`src/design/assert_macros.svh`:
```
// Assertion macros shared by the accuracy counter RTL.
// Included by files that carry concurrent checks; no other dependencies.
`ifndef ASSERT_MACROS_SVH
`define ASSERT_MACROS_SVH
`ifndef ASSERT_OFF
// property that must hold at every clock edge outside reset
`define ASSERT_ALWAYS(lbl, clk, rstn, prop, msg) \
  lbl: assert property (@(posedge clk) disable iff (!rstn) (prop)) else $error(msg);
// implication whose consequent is checked in the following cycle
`define ASSERT_NEXT(lbl, clk, rstn, ante, cons, msg) \
  lbl: assert property (@(posedge clk) disable iff (!rstn) (ante) |=> (cons)) else $error(msg);
`else
`define ASSERT_ALWAYS(lbl, clk, rstn, prop, msg)
`define ASSERT_NEXT(lbl, clk, rstn, ante, cons, msg)
`endif
`endif

```
`src/design/t1acc_pkg.sv`:
```
// Shared types and constants for the top-1 accuracy counter.
// No dependencies; used by every module of the block.
package t1acc_pkg;

  // defaults for the top-level parameters
  localparam int unsigned MAX_CLASSES_DEF = 256;
  localparam int unsigned MAX_ROWS_DEF    = 1048576;
  localparam int unsigned SCORE_WIDTH_DEF = 32;

  // fixed field widths
  localparam int unsigned IN_SCORE_W = 32;
  localparam int unsigned LABEL_W    = 8;
  localparam int unsigned CFG_W      = 9;
  localparam int unsigned CNT_OUT_W  = 21;
  localparam int unsigned ACC_W      = 23;
  localparam int unsigned IN_DATA_W  = 40;
  localparam int unsigned OUT_DATA_W = 72;

  // num_classes after reset
  localparam logic [CFG_W-1:0] NUM_CLASSES_RST = 9'd10;

  // row event queue depth
  localparam int unsigned EVT_DEPTH = 4;

  // one closed row, passed from front to back
  typedef struct packed {
    logic correct;
    logic last;
  } row_evt_t;

  // queue status seen by both sides
  typedef struct packed {
    logic full;
    logic empty;
  } evt_q_stat_t;

  // back end sequencer
  typedef enum logic [1:0] {
    B_RUN,
    B_LOAD,
    B_DIV,
    B_OUT
  } back_state_t;

endpackage

```
`src/design/t1acc_front.sv`:
```
// Front end: holds num_classes, tracks the running argmax per row and
// emits one row event per closed row. Depends on t1acc_pkg.
module t1acc_front #(
  parameter int unsigned MAX_CLASSES = t1acc_pkg::MAX_CLASSES_DEF,
  parameter int unsigned SCORE_WIDTH = t1acc_pkg::SCORE_WIDTH_DEF
) (
  input  logic                               clk,
  input  logic                               rst_n,
  input  logic                               cfg_wr_en,
  input  logic [t1acc_pkg::CFG_W-1:0]        cfg_wr_data,
  input  logic                               in_valid,
  output logic                               in_ready,
  input  logic [t1acc_pkg::IN_SCORE_W-1:0]   in_score,
  input  logic [t1acc_pkg::LABEL_W-1:0]      in_label,
  input  logic                               in_last,
  input  t1acc_pkg::evt_q_stat_t             q_stat,
  output logic                               evt_push,
  output t1acc_pkg::row_evt_t                evt_data
);

  localparam int unsigned IDX_W = (MAX_CLASSES > 2) ? $clog2(MAX_CLASSES) : 1;
  localparam int unsigned COL_W = $clog2(MAX_CLASSES + 1);
  localparam int unsigned NC_W  = (COL_W > t1acc_pkg::CFG_W) ? COL_W : t1acc_pkg::CFG_W;
  localparam int unsigned CMP_W = (IDX_W > t1acc_pkg::LABEL_W) ? IDX_W : t1acc_pkg::LABEL_W;

  logic [t1acc_pkg::CFG_W-1:0] num_classes_r;
  logic [IDX_W-1:0]            col_r, col_nxt;
  logic [IDX_W-1:0]            best_idx_r, best_idx_nxt;
  logic signed [SCORE_WIDTH-1:0] best_r, best_nxt;
  logic signed [SCORE_WIDTH-1:0] score_s;
  logic [NC_W-1:0]             ncls_eff, cfg_ext, col_inc;
  logic                        accept, row_close;

  // config register
  always_ff @(posedge clk) begin
    if (!rst_n) begin
      num_classes_r <= t1acc_pkg::NUM_CLASSES_RST;
    end else if (cfg_wr_en) begin
      num_classes_r <= cfg_wr_data;
    end
  end

  // clamp class count to 1..MAX_CLASSES
  always_comb begin
    cfg_ext = NC_W'(num_classes_r);
    if (cfg_ext == '0) begin
      ncls_eff = NC_W'(1);
    end else if (cfg_ext > NC_W'(MAX_CLASSES)) begin
      ncls_eff = NC_W'(MAX_CLASSES);
    end else begin
      ncls_eff = cfg_ext;
    end
  end

  assign in_ready = !q_stat.full;
  assign accept   = in_valid && in_ready;
  assign score_s  = signed'(in_score[SCORE_WIDTH-1:0]);
  assign col_inc  = NC_W'(col_r) + NC_W'(1);

  // running argmax; strict compare keeps the first index on ties
  always_comb begin
    best_nxt     = best_r;
    best_idx_nxt = best_idx_r;
    if (col_r == '0) begin
      best_nxt     = score_s;
      best_idx_nxt = '0;
    end else if (score_s > best_r) begin
      best_nxt     = score_s;
      best_idx_nxt = col_r;
    end
    row_close        = (col_inc >= ncls_eff) || in_last;
    col_nxt          = row_close ? '0 : IDX_W'(col_inc);
    evt_data.correct = (CMP_W'(best_idx_nxt) == CMP_W'(in_label));
    evt_data.last    = in_last;
    evt_push         = accept && row_close;
  end

  // column position
  always_ff @(posedge clk) begin
    if (!rst_n) begin
      col_r <= '0;
    end else if (accept) begin
      col_r <= col_nxt;
    end
  end

  // best score and index
  always_ff @(posedge clk) begin
    if (accept) begin
      best_r     <= best_nxt;
      best_idx_r <= best_idx_nxt;
    end
  end

endmodule

```
`src/design/t1acc_evt_fifo.sv`:
```
// Short queue of row events between front and back end.
// Depends on t1acc_pkg for the event and status types.
module t1acc_evt_fifo #(
  parameter int unsigned DEPTH = t1acc_pkg::EVT_DEPTH
) (
  input  logic                   clk,
  input  logic                   rst_n,
  input  logic                   push,
  input  t1acc_pkg::row_evt_t    push_data,
  input  logic                   pop,
  output t1acc_pkg::row_evt_t    pop_data,
  output t1acc_pkg::evt_q_stat_t stat
);

  localparam int unsigned PTR_W = (DEPTH > 2) ? $clog2(DEPTH) : 1;
  localparam int unsigned CNT_W = $clog2(DEPTH + 1);

  t1acc_pkg::row_evt_t entry_r [DEPTH];
  logic [PTR_W-1:0]    wr_ptr_r, rd_ptr_r;
  logic [CNT_W-1:0]    count_r;
  logic                do_push, do_pop;

  assign stat.full  = (count_r == CNT_W'(DEPTH));
  assign stat.empty = (count_r == '0);
  assign do_push    = push && !stat.full;
  assign do_pop     = pop && !stat.empty;
  assign pop_data   = entry_r[rd_ptr_r];

  // storage
  always_ff @(posedge clk) begin
    if (do_push) begin
      entry_r[wr_ptr_r] <= push_data;
    end
  end

  // pointers and fill count
  always_ff @(posedge clk) begin
    if (!rst_n) begin
      wr_ptr_r <= '0;
      rd_ptr_r <= '0;
      count_r  <= '0;
    end else begin
      if (do_push) begin
        wr_ptr_r <= (wr_ptr_r == PTR_W'(DEPTH - 1)) ? '0 : wr_ptr_r + PTR_W'(1);
      end
      if (do_pop) begin
        rd_ptr_r <= (rd_ptr_r == PTR_W'(DEPTH - 1)) ? '0 : rd_ptr_r + PTR_W'(1);
      end
      case ({do_push, do_pop})
        2'b10:   count_r <= count_r + CNT_W'(1);
        2'b01:   count_r <= count_r - CNT_W'(1);
        default: count_r <= count_r;
      endcase
    end
  end

endmodule

```
`src/design/t1acc_back.sv`:
```
// Back end: saturating row and hit counters, bit-serial accuracy divider
// and the result register. Depends on t1acc_pkg.
module t1acc_back #(
  parameter int unsigned MAX_ROWS = t1acc_pkg::MAX_ROWS_DEF
) (
  input  logic                                clk,
  input  logic                                rst_n,
  input  t1acc_pkg::evt_q_stat_t              q_stat,
  input  t1acc_pkg::row_evt_t                 evt_data,
  output logic                                evt_pop,
  output logic                                out_valid,
  input  logic                                out_ready,
  output logic [t1acc_pkg::CNT_OUT_W-1:0]     out_correct,
  output logic [t1acc_pkg::CNT_OUT_W-1:0]     out_rows,
  output logic [t1acc_pkg::ACC_W-1:0]         out_acc
);

  localparam int unsigned CNT_W  = $clog2(MAX_ROWS + 1);
  localparam int unsigned QW     = t1acc_pkg::ACC_W;
  localparam int unsigned NUM_W  = CNT_W + QW;
  localparam int unsigned STEP_W = $clog2(QW);

  t1acc_pkg::back_state_t state_r, state_nxt;

  logic [CNT_W-1:0]  rows_r, rows_nxt, hits_r, hits_nxt;
  logic [CNT_W-1:0]  res_rows_r, res_hits_r;
  logic [CNT_W-1:0]  rem_r, rem_nxt;
  logic [QW-1:0]     quo_r, quo_nxt;
  logic [QW-1:0]     acc_r, acc_nxt;
  logic [STEP_W-1:0] step_r, step_nxt;
  logic [NUM_W-1:0]  numer;
  logic [CNT_W:0]    trial;
  logic              res_load;

  function automatic logic [CNT_W-1:0] sat_inc(input logic [CNT_W-1:0] c);
    return (c >= CNT_W'(MAX_ROWS)) ? CNT_W'(MAX_ROWS) : c + CNT_W'(1);
  endfunction

  // hits * 100 * 65536 as shifted adds (100 = 64 + 32 + 4)
  assign numer = (NUM_W'(res_hits_r) << 22) + (NUM_W'(res_hits_r) << 21)
               + (NUM_W'(res_hits_r) << 18);

  // one restoring step: quotient fits QW bits since hits <= rows
  assign trial = {rem_r, quo_r[QW-1]};

  // sequencer
  always_comb begin
    state_nxt = state_r;
    rows_nxt  = rows_r;
    hits_nxt  = hits_r;
    rem_nxt   = rem_r;
    quo_nxt   = quo_r;
    acc_nxt   = acc_r;
    step_nxt  = step_r;
    evt_pop   = 1'b0;
    res_load  = 1'b0;
    unique case (state_r)
      t1acc_pkg::B_RUN: begin
        if (!q_stat.empty) begin
          evt_pop  = 1'b1;
          rows_nxt = sat_inc(rows_r);
          hits_nxt = evt_data.correct ? sat_inc(hits_r) : hits_r;
          if (evt_data.last) begin
            res_load  = 1'b1;
            rows_nxt  = '0;
            hits_nxt  = '0;
            state_nxt = t1acc_pkg::B_LOAD;
          end
        end
      end
      t1acc_pkg::B_LOAD: begin
        rem_nxt   = numer[NUM_W-1:QW];
        quo_nxt   = numer[QW-1:0];
        step_nxt  = '0;
        state_nxt = t1acc_pkg::B_DIV;
      end
      t1acc_pkg::B_DIV: begin
        if (trial >= {1'b0, res_rows_r}) begin
          rem_nxt = CNT_W'(trial - {1'b0, res_rows_r});
          quo_nxt = {quo_r[QW-2:0], 1'b1};
        end else begin
          rem_nxt = trial[CNT_W-1:0];
          quo_nxt = {quo_r[QW-2:0], 1'b0};
        end
        step_nxt = step_r + STEP_W'(1);
        if (step_r == STEP_W'(QW - 1)) begin
          acc_nxt   = (res_rows_r == '0) ? '0 : quo_nxt;
          state_nxt = t1acc_pkg::B_OUT;
        end
      end
      t1acc_pkg::B_OUT: begin
        if (out_ready) begin
          state_nxt = t1acc_pkg::B_RUN;
        end
      end
      default: state_nxt = t1acc_pkg::B_RUN;
    endcase
  end

  // control state and counters
  always_ff @(posedge clk) begin
    if (!rst_n) begin
      state_r <= t1acc_pkg::B_RUN;
      rows_r  <= '0;
      hits_r  <= '0;
    end else begin
      state_r <= state_nxt;
      rows_r  <= rows_nxt;
      hits_r  <= hits_nxt;
    end
  end

  // divider datapath and result
  always_ff @(posedge clk) begin
    rem_r  <= rem_nxt;
    quo_r  <= quo_nxt;
    acc_r  <= acc_nxt;
    step_r <= step_nxt;
    if (res_load) begin
      res_rows_r <= sat_inc(rows_r);
      res_hits_r <= evt_data.correct ? sat_inc(hits_r) : hits_r;
    end
  end

  assign out_valid   = (state_r == t1acc_pkg::B_OUT);
  assign out_correct = t1acc_pkg::CNT_OUT_W'(res_hits_r);
  assign out_rows    = t1acc_pkg::CNT_OUT_W'(res_rows_r);
  assign out_acc     = acc_r;

endmodule

```
`src/design/top1_accuracy_counter_unit.sv`:
```
// Top level of the streaming top-1 accuracy counter.
// Depends on t1acc_pkg, t1acc_front, t1acc_evt_fifo, t1acc_back, assert_macros.svh.
//
// Scores stream in one per clock, num_classes per row, each with its row's
// label; in_tlast marks the final score of the set and also closes a
// partial row. The front end takes one score every cycle while the
// four-entry row event queue has room. The back end retires one row event
// per cycle while in its run state; on the set's last event it runs a
// restoring divider, one quotient bit per cycle: a load step, then the
// divider steps, the last of which writes the result register. The result
// holds until out_tready. Meanwhile the front keeps accepting scores until
// the row event queue is full. Row and hit counters saturate at MAX_ROWS.
`include "assert_macros.svh"

module top1_accuracy_counter_unit #(
  parameter int unsigned MAX_CLASSES = t1acc_pkg::MAX_CLASSES_DEF,
  parameter int unsigned MAX_ROWS    = t1acc_pkg::MAX_ROWS_DEF,
  parameter int unsigned SCORE_WIDTH = t1acc_pkg::SCORE_WIDTH_DEF
) (
  input  logic                                clk,
  input  logic                                rst_n,
  input  logic                                cfg_wr_en,
  input  logic [t1acc_pkg::CFG_W-1:0]         cfg_wr_data,   // num_classes
  input  logic                                in_tvalid,
  output logic                                in_tready,
  input  logic [t1acc_pkg::IN_DATA_W-1:0]     in_tdata,      // score[31:0], label[39:32]
  input  logic                                in_tlast,      // last_in_set
  output logic                                out_tvalid,
  input  logic                                out_tready,
  // correct_count[20:0], row_count[41:21], accuracy_percent[64:42], zeros[71:65]
  output logic [t1acc_pkg::OUT_DATA_W-1:0]    out_tdata
);

  t1acc_pkg::evt_q_stat_t q_stat;
  t1acc_pkg::row_evt_t    push_evt, pop_evt;
  logic                   evt_push, evt_pop;
  logic [t1acc_pkg::CNT_OUT_W-1:0] res_correct, res_rows;
  logic [t1acc_pkg::ACC_W-1:0]     res_acc;

  // argmax front end
  t1acc_front #(
    .MAX_CLASSES (MAX_CLASSES),
    .SCORE_WIDTH (SCORE_WIDTH)
  ) u_front (
    .clk         (clk),
    .rst_n       (rst_n),
    .cfg_wr_en   (cfg_wr_en),
    .cfg_wr_data (cfg_wr_data),
    .in_valid    (in_tvalid),
    .in_ready    (in_tready),
    .in_score    (in_tdata[31:0]),
    .in_label    (in_tdata[39:32]),
    .in_last     (in_tlast),
    .q_stat      (q_stat),
    .evt_push    (evt_push),
    .evt_data    (push_evt)
  );

  // row event queue
  t1acc_evt_fifo #(
    .DEPTH (t1acc_pkg::EVT_DEPTH)
  ) u_evt_fifo (
    .clk       (clk),
    .rst_n     (rst_n),
    .push      (evt_push),
    .push_data (push_evt),
    .pop       (evt_pop),
    .pop_data  (pop_evt),
    .stat      (q_stat)
  );

  // counters and divider
  t1acc_back #(
    .MAX_ROWS (MAX_ROWS)
  ) u_back (
    .clk         (clk),
    .rst_n       (rst_n),
    .q_stat      (q_stat),
    .evt_data    (pop_evt),
    .evt_pop     (evt_pop),
    .out_valid   (out_tvalid),
    .out_ready   (out_tready),
    .out_correct (res_correct),
    .out_rows    (res_rows),
    .out_acc     (res_acc)
  );

  // result packing
  assign out_tdata = {7'd0, res_acc, res_rows, res_correct};

  // checks
  `ASSERT_ALWAYS(a_hits_le_rows, clk, rst_n, !out_tvalid || (res_correct <= res_rows), "hit count exceeds row count")
  `ASSERT_ALWAYS(a_acc_range, clk, rst_n, !out_tvalid || (res_acc <= 23'd6553600), "accuracy above 100 percent")
  `ASSERT_NEXT(a_last_queued, clk, rst_n, in_tvalid && in_tready && in_tlast, !q_stat.empty, "closing row event lost")

endmodule
```
`config.mk`:
```
export PLATFORM = sky130hd
export DESIGN_NAME = top1_accuracy_counter_unit
export DESIGN_NICKNAME = d
export VERILOG_FILES = /design/src/design/t1acc_pkg.sv /design/src/design/t1acc_front.sv /design/src/design/t1acc_evt_fifo.sv /design/src/design/t1acc_back.sv /design/src/design/top1_accuracy_counter_unit.sv
export VERILOG_INCLUDE_DIRS = /design/src /design/src/design
export SDC_FILE = /design/constraint.sdc
export NUM_CORES = 1
export LEC_CHECK = 0
export BUFFER_PORTS_ARGS = -buffer_cell sky130_fd_sc_hd__buf_2
export CAP_MARGIN = 20
export CELL_PAD_IN_SITES_DETAIL_PLACEMENT = 0
export CELL_PAD_IN_SITES_GLOBAL_PLACEMENT = 1
export CORE_ASPECT_RATIO = 0.7
export CORE_UTILIZATION = 43
export DETAILED_ROUTE_END_ITERATION = 6
export PLACE_DENSITY = 0.76
export SLEW_MARGIN = 20
export SYNTH_ARGS = -nofsm -noshare
export SYNTH_HDL_FRONTEND = slang
export SYNTH_HIERARCHICAL = 1
export SYNTH_SLANG_ARGS = --single-unit
export TNS_END_PERCENT = 100
```
`constraint.sdc`:
```
create_clock -name clk -period 4 [get_ports clk]
set_input_delay 0.2 -clock clk [delete_from_list [all_inputs] [get_ports clk]]
set_output_delay 0.2 -clock clk [all_outputs]
set_load 0.01 [all_outputs]
```
; Yosys cells after proc, flatten, opt, wreduce, memory -nomap -nowiden
; Memory sizes are Yosys's and may differ from the RTL's. A register that Yosys moved wholly into a read port is not among the register bits.
; Cells that the tools add are included.
; W data, S select, Z words.
[totals]
regBits = 222
mem_bits_rw = 8
output_inout_bits = 74
mem_count = 1
[memory_table]
columns = memory, depth, width, read_ports, rd_clocked_by_memory_dff, write_ports, line_no
row1 = u_evt_fifo.entry_r, 4, 2, 1, 1, 1, t1acc_evt_fifo.sv:18  ; t1acc_pkg::row_evt_t entry_r [DEPTH];
[classes]
n_addsub = 11
magnitude_cmp = 6
n_eq_ne = 14
mux = 34
n_bitwise = 1
reduce_logical = 19
[ops]
columns = cell, count
row1 = $mux W21, 6
row2 = $mux W32, 2
row3 = $pmux W23 S2, 1
row4 = $add A43 B42 Y44, 1
row5 = $add A44 B39 Y44, 1
row6 = $add A21 B1 Y21 const B, 2
row7 = $ge A21 B21 Y1 const B, 2
row8 = $pmux W21 S2, 1
row9 = $gt A32 B32 Y1, 1
row10 = $mux W8, 3
row11 = $ge A22 B21 Y1, 1
row12 = $logic_not A21 Y1, 1
row13 = $sub A21 B21 Y21, 1
row14 = $mux W9, 2
row15 = $mux W2, 8
row16 = $eq A2 B2 Y1 const B, 5
row17 = $pmux W5 S2, 1
row18 = $add A8 B1 Y9 const B, 1
row19 = $ge A9 B9 Y1, 1
row20 = $gt A9 B9 Y1 const B, 1
row21 = $logic_not A9 Y1, 1
row22 = $eq A8 B8 Y1, 1
row23 = $logic_not A8 Y1, 1
row24 = $mux W1, 8
row25 = 20 further kinds, 32

; Longest topological paths before layout
[logic_depth]
ltp_word = 9
mapped_depth = 23
depth_no_buf = 21

; Modules after synthesis
; Netlist, hierarchy kept.
[modules_own_cells]
columns = module, n_inst, cells_each, area_per_inst_um2, seq_area_each_um2
row1 = t1acc_back, 1, 931, 9395.3, 4304.1
row2 = t1acc_front, 1, 328, 3463.3, 1541.5
row3 = t1acc_evt_fifo, 1, 66, 779.5, 420.4
row4 = top1_accuracy_counter_unit, 1, 8, 56.3, 0.0

; Worst setup path after synthesis
; No wires, ideal clock.
[synth_path]
path_kind = register -> register
from = register u_front.num_classes_r (netlist bit u_front/cfg_ext[3])
to = register u_evt_fifo.count_r[2]
t_arrival_ns = 3.857
t_required_ns = 3.924
slack_ns = 0.068
stages_incl_launch_ff = 24
path_buffers = 2
period_less_slack_ns = 3.932
path_cell_list = dfxtp_1 -> nor4_1 -> a21oi_1 -> nor2_1 -> ha_1 -> nand2b_1 -> a21o_1 -> a21o_1 -> a21o_1 -> a21o_1 -> a21o_1 -> a21oi_1 -> or3_1 -> clkbuf_1 -> nor2_1 -> nor2b_1 -> buf_2 -> inv_1 -> ha_1 -> inv_1 -> fa_1 -> xor2_1 -> or3_1 -> a21boi_0
[synth_between]
elab_chain_cells = 9
[synth_lines]
columns = element, line_no
row1 = "start, declared", t1acc_front.sv:26  ; logic [t1acc_pkg::CFG_W-1:0] num_classes_r;
row2 = "start signal, assigned", t1acc_front.sv:37  ; num_classes_r <= t1acc_pkg::NUM_CLASSES_RST;
row3 = "start signal, assigned", t1acc_front.sv:39  ; num_classes_r <= cfg_wr_data;
row4 = $gt A9 B9 Y1, t1acc_front.sv:48  ; end else if (cfg_ext > NC_W'(MAX_CLASSES)) begin
row5 = $mux W9, t1acc_front.sv:48
row6 = $mux W9 (*), t1acc_front.sv:46  ; if (cfg_ext == '0) begin
row7 = $ge A9 B9 Y1 (*), t1acc_front.sv:71  ; row_close = (col_inc >= ncls_eff) || in_last;
row8 = $logic_or A1 B1 Y1 (*), t1acc_front.sv:71
row9 = $logic_and A1 B1 Y1 (*), t1acc_front.sv:75  ; evt_push = accept && row_close;
row10 = net evt_push, top1_accuracy_counter_unit.sv:36  ; logic evt_push, evt_pop;
row11 = $logic_and A1 B1 Y1 (*), t1acc_evt_fifo.sv:25  ; assign do_push = push && !stat.full;
row12 = $eq A2 B1 Y1 / $eq A2 B2 Y1 (equally long branches), t1acc_evt_fifo.sv:49  ; case ({do_push, do_pop})
row13 = $pmux W3 S2 / $reduce_bool A2 Y1 (equally long branches), --
row14 = "end signal, assigned", t1acc_evt_fifo.sv:50  ; 2'b10: count_r <= count_r + CNT_W'(1);
row15 = "end signal, assigned", t1acc_evt_fifo.sv:51  ; 2'b01: count_r <= count_r - CNT_W'(1);
row16 = "end signal, assigned", t1acc_evt_fifo.sv:52  ; default: count_r <= count_r;
row17 = "end, declared", t1acc_evt_fifo.sv:20  ; logic [CNT_W-1:0] count_r;
; The timed path passes the listed nets; every way through them passes the cells marked *.
; A chain may end at the register's enable or synchronous reset.

; Worst setup path in the final report
[layout_path]
from = register u_front.num_classes_r (netlist bit u_front/cfg_ext[4])
to = register u_evt_fifo.count_r[2]
; Same word-level chain as after synthesis.

==> impl_metrics.yaml <==
status:
  status: "finished clean"
worst_setup_path:
  r2r_setup_slack_ps: 220
  slowest_delay_ps: 380
  path_class: "reg -> reg"
  cp_slowest_cell: "fa_1"
  critPathLaunchType: "flop"
  critPathBufInv: 2
  critPathMaxFanout: 3
  crit_path_end_kind: "flop"
  cp_common_cell: "a21o_1"
  required_ps: 4470
  cp_top_family: "compound AO/OA/AOI/OAI gates"
  crit_chain: "nor4_2 > a21oi_1 > nor2_1 > ha_1 > nand2b_1 > a21o_1 > a21o_1 > a21o_1 > a21o_1 > a21o_1 > a21oi_2 > or3_1 > nor2_1 > nor2b_1 > inv_1 > ha_2 > inv_1 > fa_1 > xor2_1 > or3_1 > a21boi_1"
  arrival_ps: 4250
timing:
  slew_violations: 0
  clock_skew_ps: 8.966
  worst_slew_pin_slew_ps: 921.8
  fin_crit_ps: 3778
  max_freq_mhz: 264.7
  fin_crit_sh_pct: 94.44
  slew_headroom_pct: 38.47
  setup-violations-final: 0
  hold_viol: 0
  fin_ws_ps: 222.3
  setup-tns-final_ps: 0
placement:
  placed_cell_area_um2: 14700
  dp_slack_ps: 142.8
  numPlacedInstances: 1838
  portBuffers: 121
  gp_congestion: 0.8803
  dp_hpwl_um: 23430
clock_network:
  cts_max_level: 1
  insertion_delay_ps: 540
  cts_buffer_depth: 3
  clkTransAtPathRegs_ps: 60
  cts_tree: "built"
  cts_sinks: 232
  cts-buffers-inserted: 26
  cts-root-buf: "clkbuf_16"
synth:
  syn-mean-instance-area_um2: 10.27
  async_flop_share_pct: 0
  ys.flop_type: "edfxtp_1"
  synth_seq_area_share_pct: 45.76
  ys_ff_latch: 232
  synth_top_area_share_pct: 35.52
  yosys.area.top_type: "edfxtp_1"
  syn_inst: 1333
  synthTopCellsByArea: "edfxtp_1, dfxtp_1, ha_1"
  synth.distinct_cells: 86
  synth_edf_count: 162
  ys_top_cells_by_count: "edfxtp_1, nor2_1, ha_1, inv_1, nand2_1"
  yosys_warnings: 6
  netlist_area_um2: 13690
  yosysMostFrequentCell: "edfxtp_1"
global_routing:
  antenna_found_initial: 0
  grt_pass1_vias: 9566
  grt_remaining_overflow: 0
  grt_usage_pct: 19.88
  grt_max_degree: 54
  grt_pass1_wl_um: 51820
pwr:
  cellPowerDensity_nw_per_um2: 623.7
  p_leak_nw: 6.518
  peakVddDrop_mv: 0.4340
  internal_power_mw: 6.322
  sw_frac_of_total_pct: 36.80
  p_comb_share_pct: 40.3
  p_total_mw: 10.00
  p_seq_share_pct: 34.8
  power.switching_mw: 3.681
  power_frac_clock_pct: 24.9
job:
  drv_cap: 0
die:
  die_w_um: 215.3
  die_h_um: 151.3
  coreArea_um2: 31210
  placementRows: 54
  io_pins: 129
  dieArea_um2: 32580
  initial_core_util_pct: 43.87
drt:
  wire_per_inst_um: 16.79
  drc: 0
  via_count: 10170
  postRouteAntennaNets: 0
  routed_wl_um: 32390
  drt_first_pass_iters: 7
  drtIter0Drc: 760
  post_drt_via_cell_ratio: 5.270
final_layout:
  multiInputGateArea_um2: 6824
  syn_to_final_growth_pct: 17.11
  final_cells: 1929
  final_cell_area_um2: 16040
  antenna_cells: 0
  final-seq-area_um2: 6266
  drive_above_1_share_pct: 14.71
  final.fill_count: 2897
  nNetsFinal: 1668
min_path:
  hold_path.class: "in -> reg"
[sequential cells by signal, summed over array words and instances, names as in the netlist, 21 cells and up, named ones only]
name	cells
u_back/rows_r	21
u_back/hits_r	21
u_back/rem_r	21
u_back/quo_r	23
u_front/best_r	32
u_back/out_rows	21
u_back/out_acc	23
u_back/out_correct	21
[area by class of cell]
| type | instances | share of cell area (%) |
|---|---|---|
| Timing Repair Buffer | 180 | 7.193 |
| Clock buffer | 39 | 4.946 |
| Multi-Input combinational cell | 949 | 42.55 |
| Clock inverter | 9 | 0.6241 |
| Inverter | 100 | 2.340 |
| Sequential cell | 232 | 39.07 |
| Tap cell | 420 | 3.277 |
[worst paths after layout]
path                               start                      to  cells after the start
hold / removal                     rst_n      u_front/cfg_ext[1]                      2
setup reg to reg      u_front/cfg_ext[4]   u_evt_fifo/count_r[2]                     21
hold reg to reg   u_evt_fifo/wr_ptr_r[1]  u_evt_fifo/wr_ptr_r[1]                      2
setup / recovery      u_front/cfg_ext[4]   u_evt_fifo/count_r[2]                     21
[metrics by stage]
stage	utilization (%)	hold WS [ps]
finish	51.38	35.42
global route	51.38	46.40
CTS	51.30	23.52
detailed placement	47.09	394.3
global placement	47.09	394.5
floorplan	-	298.9
[worst register-to-register path, stage by stage (launching register included)]
cell and delay (ps):
dfxtp_1 330, nor4_2 270, a21oi_1 100, nor2_1 140
ha_1 240, nand2b_1 130, a21o_1 170, a21o_1 170
a21o_1 170, a21o_1 160, a21o_1 180, a21oi_2 110
or3_1 120, nor2_1 40, nor2b_1 140, inv_1 70
ha_2 170, inv_1 50, fa_1 380, xor2_1 160
or3_1 300, a21boi_1 120
[layer usage]
metal | vias to the layer above | part of all wire [%] | GRT usage [%]
li1 | 5090 | - | -
met1 | 4824 | 53 | 30.95
met2 | 215 | 41 | 28.56
met3 | 36 | 4.8 | 3.233
met4 | 0 | 1.6 | 4.113
met5 | - | 0 | 0
[cell families after synthesis]
family	count (synthesis)	share of synthesized area, %
mux	25	2.047
other cells	1	0.02738
xor+xnor	77	4.925
simple gates	428	15.91
buf+inv	158	4.861
flops	232	45.76
compound gates	288	14.05
fa+ha+maj	124	12.43
[repair_timing]
item	4_1_cts	5_1_grt
endpoints found under the setup margin	0	2
endpoints found under the hold margin	45	0
resized for setup	0	5
setup buffers	0	1
hold buffers	42	0
[power by group through the flow]
stage / Clock (mW) / Sequential [mW] / Combinational, mW
3_5_place_dp: 0 / 3.53 / 3.94
5_1_grt: 2.64 / 3.53 / 4.52
4_1_cts: 2.56 / 3.48 / 4.00
3_3_place_gp: 0 / 3.52 / 3.90
2_1_floorplan: 0 / 3.46 / 2.96
6_report: 2.50 / 3.48 / 4.03
[cell usage in the layout (no fill, tap or decap), types with 28 or more instances in the layout]
cell and count:
a21oi_1 82, a22oi_1 36, and2_1 28, buf_2 121
clkbuf_16 29, dfxtp_1 70, dlygate4sd3_1 42, edfxtp_1 162
ha_1 101, inv_1 98, nand2_1 89, nand3_1 43
nor2_1 122, nor2b_1 41, o21ai_0 52, xnor2_1 37
xor2_1 40
(Power assumes the default switching activity.)
